## src/hdl/bpfb_pkg.sv

```systemverilog
// ----------------------------------------------------------------------------
// Bit-packed frame builder package
// Command format passed from the front end to the byte sequencer, and the
// fixed frame layout constants.
// ----------------------------------------------------------------------------
package bpfb_pkg;

  localparam int QUEUE_DEPTH = 4;
  localparam int QUEUE_PTR_W = $clog2(QUEUE_DEPTH);

  localparam int IDX_W = 4;

  // Byte indexes within one command.
  localparam logic [IDX_W-1:0] HDR_LEN_BYTE      = 4'd7;
  localparam logic [IDX_W-1:0] HDR_LAST          = 4'd7;
  localparam logic [IDX_W-1:0] HDR_TRAIL_FIRST   = 4'd8;
  localparam logic [IDX_W-1:0] HDR_TRAIL_LAST    = 4'd12;
  localparam logic [IDX_W-1:0] PAY_LAST          = 4'd0;
  localparam logic [IDX_W-1:0] PAY_TRAIL_FIRST   = 4'd1;
  localparam logic [IDX_W-1:0] PAY_TRAIL_LAST    = 4'd5;

  typedef struct packed {
    logic        is_payload;  // 0: header command, 1: payload byte command
    logic        trail;       // trailer follows this command
    logic [6:0]  pend;        // pending stream bits ahead of the payload byte
    logic [7:0]  data;        // payload byte
    logic [10:0] len;         // saturated payload length
    logic [3:0]  op;
    logic [2:0]  rc;
    logic [31:0] session;
  } cmd_t;

endpackage

```

## src/hdl/bpfb_front.sv

```systemverilog
// ----------------------------------------------------------------------------
// Bit-packed frame builder front end
// Accepts input items, tracks the open frame and turns each item into a
// command for the byte sequencer. Stray payload items are dropped here.
// ----------------------------------------------------------------------------
module bpfb_front #(
  parameter int MAX_PAYLOAD = 1024
) (
  input  logic              clk,
  input  logic              rst,
  input  logic              accept,
  input  logic              func,
  input  logic [3:0]        opcode,
  input  logic [2:0]        response_code,
  input  logic [10:0]       payload_length,
  input  logic [31:0]       session_ident,
  input  logic [7:0]        payload_byte,
  output logic              cmd_push,
  output bpfb_pkg::cmd_t    cmd
);

  localparam logic [16:0] MaxPay = 17'(MAX_PAYLOAD);

  logic        frame_open;
  logic [6:0]  pending_bits;
  logic [10:0] bytes_remaining;
  logic [31:0] held_session;

  logic        frame_open_next;
  logic [6:0]  pending_bits_next;
  logic [10:0] bytes_remaining_next;
  logic [31:0] held_session_next;

  logic [10:0] len_sat;
  logic        last_byte;

  always_comb begin
    if ({6'b0, payload_length} > MaxPay) begin
      len_sat = MaxPay[10:0];
    end else begin
      len_sat = payload_length;
    end
  end

  assign last_byte = (bytes_remaining == 11'd1);

  always_comb begin
    frame_open_next      = frame_open;
    pending_bits_next    = pending_bits;
    bytes_remaining_next = bytes_remaining;
    held_session_next    = held_session;
    cmd_push             = 1'b0;
    cmd                  = '0;
    cmd.op               = opcode;
    cmd.rc               = response_code;
    cmd.len              = len_sat;
    cmd.data             = payload_byte;
    cmd.pend             = pending_bits;
    cmd.session          = held_session;
    if (accept) begin
      if (!func) begin
        cmd_push             = 1'b1;
        cmd.session          = session_ident;
        held_session_next    = session_ident;
        bytes_remaining_next = len_sat;
        if (len_sat == 11'd0) begin
          cmd.trail         = 1'b1;
          frame_open_next   = 1'b0;
          pending_bits_next = 7'd0;
        end else begin
          frame_open_next   = 1'b1;
          // The low seven length bits are sent MSB first and stay pending.
          pending_bits_next = {len_sat[0], len_sat[1], len_sat[2], len_sat[3],
                               len_sat[4], len_sat[5], len_sat[6]};
        end
      end else if (frame_open) begin
        cmd_push             = 1'b1;
        cmd.is_payload       = 1'b1;
        cmd.trail            = last_byte;
        bytes_remaining_next = bytes_remaining - 11'd1;
        if (last_byte) begin
          frame_open_next   = 1'b0;
          pending_bits_next = 7'd0;
        end else begin
          pending_bits_next = payload_byte[7:1];
        end
      end
    end
  end

  always_ff @(posedge clk) begin
    if (rst) begin
      frame_open      <= 1'b0;
      pending_bits    <= 7'd0;
      bytes_remaining <= 11'd0;
      held_session    <= 32'd0;
    end else begin
      frame_open      <= frame_open_next;
      pending_bits    <= pending_bits_next;
      bytes_remaining <= bytes_remaining_next;
      held_session    <= held_session_next;
    end
  end

endmodule

```

## src/hdl/bpfb_cmd_queue.sv

```systemverilog
// ----------------------------------------------------------------------------
// Bit-packed frame builder command queue
// Short first-in first-out queue between the front end and the sequencer.
// ----------------------------------------------------------------------------
module bpfb_cmd_queue (
  input  logic              clk,
  input  logic              rst,
  input  logic              push,
  input  bpfb_pkg::cmd_t    push_cmd,
  input  logic              pop,
  output logic              full,
  output logic              empty,
  output bpfb_pkg::cmd_t    head
);

  localparam int PtrW = bpfb_pkg::QUEUE_PTR_W;
  localparam logic [PtrW:0] Depth = (PtrW + 1)'(bpfb_pkg::QUEUE_DEPTH);
  localparam logic [PtrW-1:0] LastSlot = PtrW'(bpfb_pkg::QUEUE_DEPTH - 1);

  bpfb_pkg::cmd_t slots [bpfb_pkg::QUEUE_DEPTH];

  logic [PtrW-1:0] wr_ptr;
  logic [PtrW-1:0] rd_ptr;
  logic [PtrW:0]   count;
  logic            do_push;
  logic            do_pop;

  assign full    = (count == Depth);
  assign empty   = (count == '0);
  assign head    = slots[rd_ptr];
  assign do_push = push && !full;
  assign do_pop  = pop && !empty;

  always_ff @(posedge clk) begin
    if (do_push) begin
      slots[wr_ptr] <= push_cmd;
    end
  end

  always_ff @(posedge clk) begin
    if (rst) begin
      wr_ptr <= '0;
      rd_ptr <= '0;
      count  <= '0;
    end else begin
      if (do_push) begin
        wr_ptr <= (wr_ptr == LastSlot) ? '0 : wr_ptr + 1'b1;
      end
      if (do_pop) begin
        rd_ptr <= (rd_ptr == LastSlot) ? '0 : rd_ptr + 1'b1;
      end
      count <= count + {{PtrW{1'b0}}, do_push} - {{PtrW{1'b0}}, do_pop};
    end
  end

endmodule

```

## src/hdl/bpfb_back.sv

```systemverilog
// ----------------------------------------------------------------------------
// Bit-packed frame builder byte sequencer
// Walks the command at the queue head one frame byte per cycle while the output
// register is free or being taken, and holds the oldest byte there until it is taken.
// ----------------------------------------------------------------------------
module bpfb_back (
  input  logic              clk,
  input  logic              rst,
  input  logic              cmd_empty,
  input  bpfb_pkg::cmd_t    cmd,
  output logic              cmd_pop,
  input  logic              pop,
  output logic              empty,
  output logic [7:0]        frame_byte,
  output logic              frame_end
);

  localparam int IdxW = bpfb_pkg::IDX_W;

  logic [IdxW-1:0] idx;
  logic            out_valid;
  logic            load;
  logic [IdxW-1:0] last_idx;
  logic            at_last;
  logic [IdxW-1:0] trail_first;
  logic [IdxW-1:0] trail_off;
  logic [6:0]      trail_pend;
  logic [7:0]      trail_byte;
  logic [7:0]      byte_val;

  assign empty = !out_valid;
  assign load  = !cmd_empty && (!out_valid || pop);

  always_comb begin
    if (cmd.is_payload) begin
      last_idx    = cmd.trail ? bpfb_pkg::PAY_TRAIL_LAST : bpfb_pkg::PAY_LAST;
      trail_first = bpfb_pkg::PAY_TRAIL_FIRST;
      trail_pend  = cmd.data[7:1];
    end else begin
      last_idx    = cmd.trail ? bpfb_pkg::HDR_TRAIL_LAST : bpfb_pkg::HDR_LAST;
      trail_first = bpfb_pkg::HDR_TRAIL_FIRST;
      trail_pend  = 7'd0;
    end
  end

  assign at_last   = (idx == last_idx);
  assign trail_off = idx - trail_first;
  assign cmd_pop   = load && at_last;

  // Trailer: 32 session bits after the pending bits, then one zero bit.
  always_comb begin
    case (trail_off[2:0])
      3'd0:    trail_byte = {cmd.session[0], trail_pend};
      3'd1:    trail_byte = cmd.session[8:1];
      3'd2:    trail_byte = cmd.session[16:9];
      3'd3:    trail_byte = cmd.session[24:17];
      default: trail_byte = {1'b0, cmd.session[31:25]};
    endcase
  end

  always_comb begin
    if (cmd.is_payload) begin
      if (idx == '0) begin
        byte_val = {cmd.data[0], cmd.pend};
      end else begin
        byte_val = trail_byte;
      end
    end else if (idx == '0) begin
      byte_val = {1'b0, cmd.rc, cmd.op};
    end else if (idx == bpfb_pkg::HDR_LEN_BYTE) begin
      byte_val = {cmd.len[7], cmd.len[8], cmd.len[9], cmd.len[10], 4'b0};
    end else if (idx >= bpfb_pkg::HDR_TRAIL_FIRST) begin
      byte_val = trail_byte;
    end else begin
      byte_val = 8'd0;
    end
  end

  always_ff @(posedge clk) begin
    if (load) begin
      frame_byte <= byte_val;
      frame_end  <= at_last && cmd.trail;
    end
  end

  always_ff @(posedge clk) begin
    if (rst) begin
      idx       <= '0;
      out_valid <= 1'b0;
    end else begin
      if (load) begin
        idx       <= at_last ? '0 : idx + 1'b1;
        out_valid <= 1'b1;
      end else if (pop) begin
        out_valid <= 1'b0;
      end
    end
  end

endmodule

```

## src/hdl/bit_packed_frame_builder.sv

```systemverilog
// ----------------------------------------------------------------------------
// Bit-packed frame builder
// Builds bit-packed message frames and emits them one byte at a time.
// ----------------------------------------------------------------------------
// Input items are written like a queue: an item transfers on a clock edge
// with push high and full low. A header item (func 0) opens a frame and
// yields 8 bytes, or 13 bytes with the trailer when its length is zero.
// Each payload item (func 1) yields one byte; the last one of a frame yields
// 6 bytes including the trailer. Payload items with no open frame are dropped.
// Results are read like a queue: while empty is low, frame_byte and frame_end
// show the oldest byte, which transfers on an edge with pop high.
// The command for an item goes into the command queue; its first byte is then
// loaded into the output register. The byte sequencer produces one byte per
// cycle while pop keeps up, so payload items stream at one per cycle; while
// header or trailer bursts drain, the four-entry command queue raises full.
// When pop stays low, the output register holds its byte and the queue
// backs up to full. Synchronous reset closes any open frame and empties both
// the command queue and the output register.
// ----------------------------------------------------------------------------
module bit_packed_frame_builder #(
  parameter int MAX_PAYLOAD = 1024
) (
  input  logic        clk,
  input  logic        rst,
  input  logic        push,
  output logic        full,
  input  logic        func,
  input  logic [3:0]  opcode,
  input  logic [2:0]  response_code,
  input  logic [10:0] payload_length,
  input  logic [31:0] session_ident,
  input  logic [7:0]  payload_byte,
  output logic        empty,
  input  logic        pop,
  output logic [7:0]  frame_byte,
  output logic        frame_end
);

  logic           accept;
  logic           cmd_push;
  bpfb_pkg::cmd_t cmd_in;
  bpfb_pkg::cmd_t cmd_head;
  logic           cmd_pop;
  logic           cmd_empty;

  assign accept = push && !full;

  bpfb_front #(
    .MAX_PAYLOAD(MAX_PAYLOAD)
  ) u_front (
    .clk           (clk),
    .rst           (rst),
    .accept        (accept),
    .func          (func),
    .opcode        (opcode),
    .response_code (response_code),
    .payload_length(payload_length),
    .session_ident (session_ident),
    .payload_byte  (payload_byte),
    .cmd_push      (cmd_push),
    .cmd           (cmd_in)
  );

  bpfb_cmd_queue u_queue (
    .clk     (clk),
    .rst     (rst),
    .push    (cmd_push),
    .push_cmd(cmd_in),
    .pop     (cmd_pop),
    .full    (full),
    .empty   (cmd_empty),
    .head    (cmd_head)
  );

  bpfb_back u_back (
    .clk       (clk),
    .rst       (rst),
    .cmd_empty (cmd_empty),
    .cmd       (cmd_head),
    .cmd_pop   (cmd_pop),
    .pop       (pop),
    .empty     (empty),
    .frame_byte(frame_byte),
    .frame_end (frame_end)
  );

endmodule
```

## config.mk

```make
export PLATFORM = sky130hd
export DESIGN_NAME = bit_packed_frame_builder
export DESIGN_NICKNAME = d
export VERILOG_FILES = /design/src/hdl/bpfb_pkg.sv /design/src/hdl/bpfb_front.sv /design/src/hdl/bpfb_cmd_queue.sv /design/src/hdl/bpfb_back.sv /design/src/hdl/bit_packed_frame_builder.sv
export SDC_FILE = /design/constraint.sdc
export NUM_CORES = 1
export LEC_CHECK = 0
export BUFFER_PORTS_ARGS = -buffer_cell sky130_fd_sc_hd__buf_2
export CORE_MARGIN = 5
export CORE_UTILIZATION = 40
export DETAILED_ROUTE_END_ITERATION = 16
export HOLD_SLACK_MARGIN = 0.06
export SYNTH_ARGS = -nofsm -noshare
export SYNTH_HDL_FRONTEND = slang
export SYNTH_SLANG_ARGS = --single-unit
```

## constraint.sdc

```tcl
create_clock -name clk -period 4.7 [get_ports clk]
set_clock_uncertainty 0.1 [all_clocks]
set_input_delay 0.47 -clock clk [delete_from_list [all_inputs] [get_ports clk]]
set_output_delay 0.47 -clock clk [all_outputs]
set_load 0.02 [all_outputs]
```

==> run_results.csv <==
group,metric,value,unit
drt,via_per_inst,5.27,
synth,ys_seq_elements,314,
floorplanning,start_util,0.404,
layout,fillerInstances,2726,
synth,synth_top_family_by_area,"multiplexers",
synth,synth_cell_types,53,
synth,muxShareOfSynthArea,0.144,
clocking,cts_root_buffer,"sky130_fd_sc_hd__clkbuf_16",
synth,synthFlopType,"sky130_fd_sc_hd__edfxtp_1",
synth,synth.cell_area,12700,µm²
drt,drt_pass_1_iters,5,
layout,final_layout_size_suffix_gt1_frac,0.282,
floorplanning,floorplan.rows,65,
timing,timing.hold.ws,0.0904,ns
drt,drt_drc_violations_left,0,
setup_path,cp_cell_sequence,"mux4_2 -> inv_1 -> ha_1 -> xnor2_1 -> nor4_1 -> and2_0 -> ha_1 -> inv_1 -> ha_1 -> inv_1 -> fa_1 -> xor2_1 -> xnor2_1 -> nor2_1",
layout,post-route-util,0.465,
drt,postRouteAntennaNets,0,
floorplanning,die-width,188,µm
synth,xor_xnor_fraction_of_synth_area,0.00758,
synth,yosys_warnings,0,
placed_design,dp.final_hpwl,16600,µm
setup_path,critical_path.startpoint_type,"flop",
pwr,static-leakage-power,5.00,nW
setup_path,cp_data_arrival_time,3.89,ns
synth,synth_sequential_area_ratio,0.690,
setup_path,slowest_delay,0.53,ns
clocking,cts_inserted_buffers,34,
timing,fmax,277,MHz
synth,synth-async-reset-ratio,0,
pwr,worst_ir_drop_on_vdd,0.249,mV
setup_path,crit_path_top_delay_cell,"sky130_fd_sc_hd__mux4_2",
grt,grt_antenna_before_repair,2,
floorplanning,pin_count,74,
timing,max_slew_margin,0.381,
drt,route.vias.total,6772,
synth,synth-adder-area-share,0.0173,
floorplanning,dieHeight,188,µm
setup_path,worst-endpoint-required,4.98,ns
timing,rsz0062_at_grt,"false",
timing,finalWorstPathRequiredPeriod,3.61,ns
grt,first_global_vias,7102,
clocking,numClockSinks,314,
synth,syn-num-nets,853,
clocking,tritoncts,"done",
setup_path,worst-path-buf-inv,3,
setup_path,setup.worst_path.end_class,"flop",
run_status,run_status,"finished, final reports clean",
synth,synthSimpleGateAreaFrac,0.0701,
drt,post_drt_wl_per_cell,20.2,µm
pwr,finalPower,7.29,mW
timing,report.final.slew_viol_count,0,
synth,synth-compound-area-share,0.0492,
grt,maximum_number_of_pins_on_one_net_before_global_route_repair,61,
setup_path,worst-path-max-fanout,4,
timing,tightest_slew,0.929,ns
clocking,cts.clk_slew.worst_paths,0.06,ns
setup_path,worst_path_dominant_cell_family,"adder cells",
timing,postLayoutSetupSlackWorst,1.09,ns
clocking,cts_repair_resize_count,0,
job,maxCapViolCount,0,
clocking,htreeDepth,2,
clocking,clk-insertion-delay-late,0.51,ns
setup_path,setup.worst_path.class,"flop to flop",
timing,finalHoldViolations,0,
grt,grt_overflow_total,0,
timing,final_cycle_share,0.768,
timing,count_of_endpoints_failing_setup_in_the_final_report,0,
drt,detail_route.wirelength,26000,µm
synth,synth.avg_cell_area,16.4,µm²
clocking,cts_max_path_buffers,3,
timing,final.setup.tns,0,ns
synth,number_of_synthesized_flops_with_an_enable_pin,249,
worst_hold_path,hold_path.class,"primary input to flop",
placed_design,portBuffers,73,
grt,first_pass_grt_wire_length,41000,µm
grt,global_route.usage.total,0.149,
synth,netlist_instances,773,
drt,drt_iter0_drc,365,
layout,area_delta_synth_final,15.0,%
placed_design,routabilityCongestion,0.816,
pwr,powerDensity,498,nW/µm²
layout,nets,937,
placed_design,pre_cts_slack,1.11,ns
floorplanning,coreArea,31500,µm²
floorplanning,design.die.area,35400,µm²
[layout make-up]
type	count	area [µm²]	area share
antenna	1	2.50	0.000171
clock buffer	49	947	0.0648
inverter	18	67.6	0.00462
tap	402	503	0.0344
clock inverter	13	141	0.00967
timing repair buffer	91	503	0.0344
multi-input combinational	398	3680	0.251
sequential	314	8780	0.601
[Yosys cell counts (all sizes together), types with 2 or more instances]
cell      n  area share
clkinv    2     0.00059
nor3     15      0.0059
nand2    31      0.0092
edfxtp  249        0.59
a211oi   10      0.0059
a32oi     3      0.0021
mux2i    10      0.0079
o21ai    23      0.0093
o211ai    4      0.0024
a21oi    31       0.012
nor2b    42       0.021
nor2     37       0.011
ha       16       0.016
clkbuf   24      0.0071
xnor2     5      0.0034
a22oi     4      0.0024
xor2      6      0.0041
mux2     32       0.028
o31ai     6      0.0035
o21a      4      0.0024
nor3b     8      0.0055
a31oi     2     0.00098
or2       5      0.0025
nand3     2     0.00079
nand4     2     0.00098
inv      16      0.0047
a221oi    4      0.0028
and2     10      0.0049
nand2b    3      0.0015
and3      5      0.0025
buf      19      0.0087
dfxtp    65        0.10
nor4      5      0.0030
mux4     61        0.11
[power by group]
part           leakage, nW  internal (mW)  switching, mW
registers             2.84           3.31          0.108
clock network        0.534           1.53           1.05
logic                 1.63          0.521          0.769
total                 5.00           5.36           1.93
[path summary, 6_finish.rpt]
path,slack [ns],depth (start not counted),to,startpoint
setup / recovery,1.09,14,u_queue.count[2],flop
hold / removal,0.09,1,u_queue.slots[0][35],opcode[0]
setup reg to reg,1.09,14,u_queue.count[2],flop
hold reg to reg,0.39,2,u_front.bytes_remaining[9],u_front.bytes_remaining[9]
[per-stage QoR]
step / cell area [µm²] / instances
floorplan: 12700 / 773
detailed placement: 13500 / 1222
finish: 14600 / 1286
CTS: 14600 / 1285
global route: 14600 / 1286
global placement: 13500 / 1222
[layout by cell type, fill, tap and decap left out, types with 5 or more instances in the layout]
cell and n:
sky130_fd_sc_hd__xor2_1 6, sky130_fd_sc_hd__nor3_1 14, sky130_fd_sc_hd__a211oi_1 10, sky130_fd_sc_hd__xnor2_1 5
sky130_fd_sc_hd__mux4_2 61, sky130_fd_sc_hd__mux2_2 32, sky130_fd_sc_hd__edfxtp_1 249, sky130_fd_sc_hd__or2_2 5
sky130_fd_sc_hd__nand2_1 31, sky130_fd_sc_hd__buf_4 17, sky130_fd_sc_hd__mux2i_1 10, sky130_fd_sc_hd__nor2b_1 42
sky130_fd_sc_hd__clkbuf_16 34, sky130_fd_sc_hd__nor3b_1 6, sky130_fd_sc_hd__o31ai_1 6, sky130_fd_sc_hd__and3_1 5
sky130_fd_sc_hd__nor2_1 37, sky130_fd_sc_hd__buf_2 73, sky130_fd_sc_hd__o21ai_0 22, sky130_fd_sc_hd__ha_1 16
sky130_fd_sc_hd__clkbuf_1 11, sky130_fd_sc_hd__inv_1 16, sky130_fd_sc_hd__a21oi_1 31, sky130_fd_sc_hd__dfxtp_1 63
[metal layers]
layer / routed length [µm] / part of all wire / vias to the layer above / track usage
li1: - / - / 3162 / -
met1: 11800 / 0.45 / 3413 / 0.206
met2: 12400 / 0.48 / 155 / 0.242
met3: 1260 / 0.048 / 40 / 0.0298
met4: 480 / 0.018 / 2 / 0.0398
met5: 13 / 0.00050 / - / 0
[state kept, by name, indices dropped and copies added (netlist names), named ones only]
register	cells
u_back.frame_byte	8
u_back.frame_end	1
u_back.idx	4
u_back.out_valid	1
u_front.bytes_remaining	11
u_front.frame_open	1
u_front.held_session	32
u_front.pending_bits	7
u_queue.count	3
u_queue.rd_ptr	2
u_queue.slots	240
u_queue.wr_ptr	2
[cells by family (layout without fill, tap and decap cells)]
logic type,count (synthesis),after routing
DFF,314,314
and+or+nand+nor,168,168
muxes,103,103
AOI/OAI and AO/OA,99,99
buffers and inverters,61,171
adders and majority gates,17,17
xor gates and xnor gates,11,11
other,0,1
[what timing repair did]
item,in CTS,in global routing
setup buffers,0,0
endpoints found under the hold margin,4,0
hold buffers,1,0
Note: power is estimated with default switching activity, not from simulation.
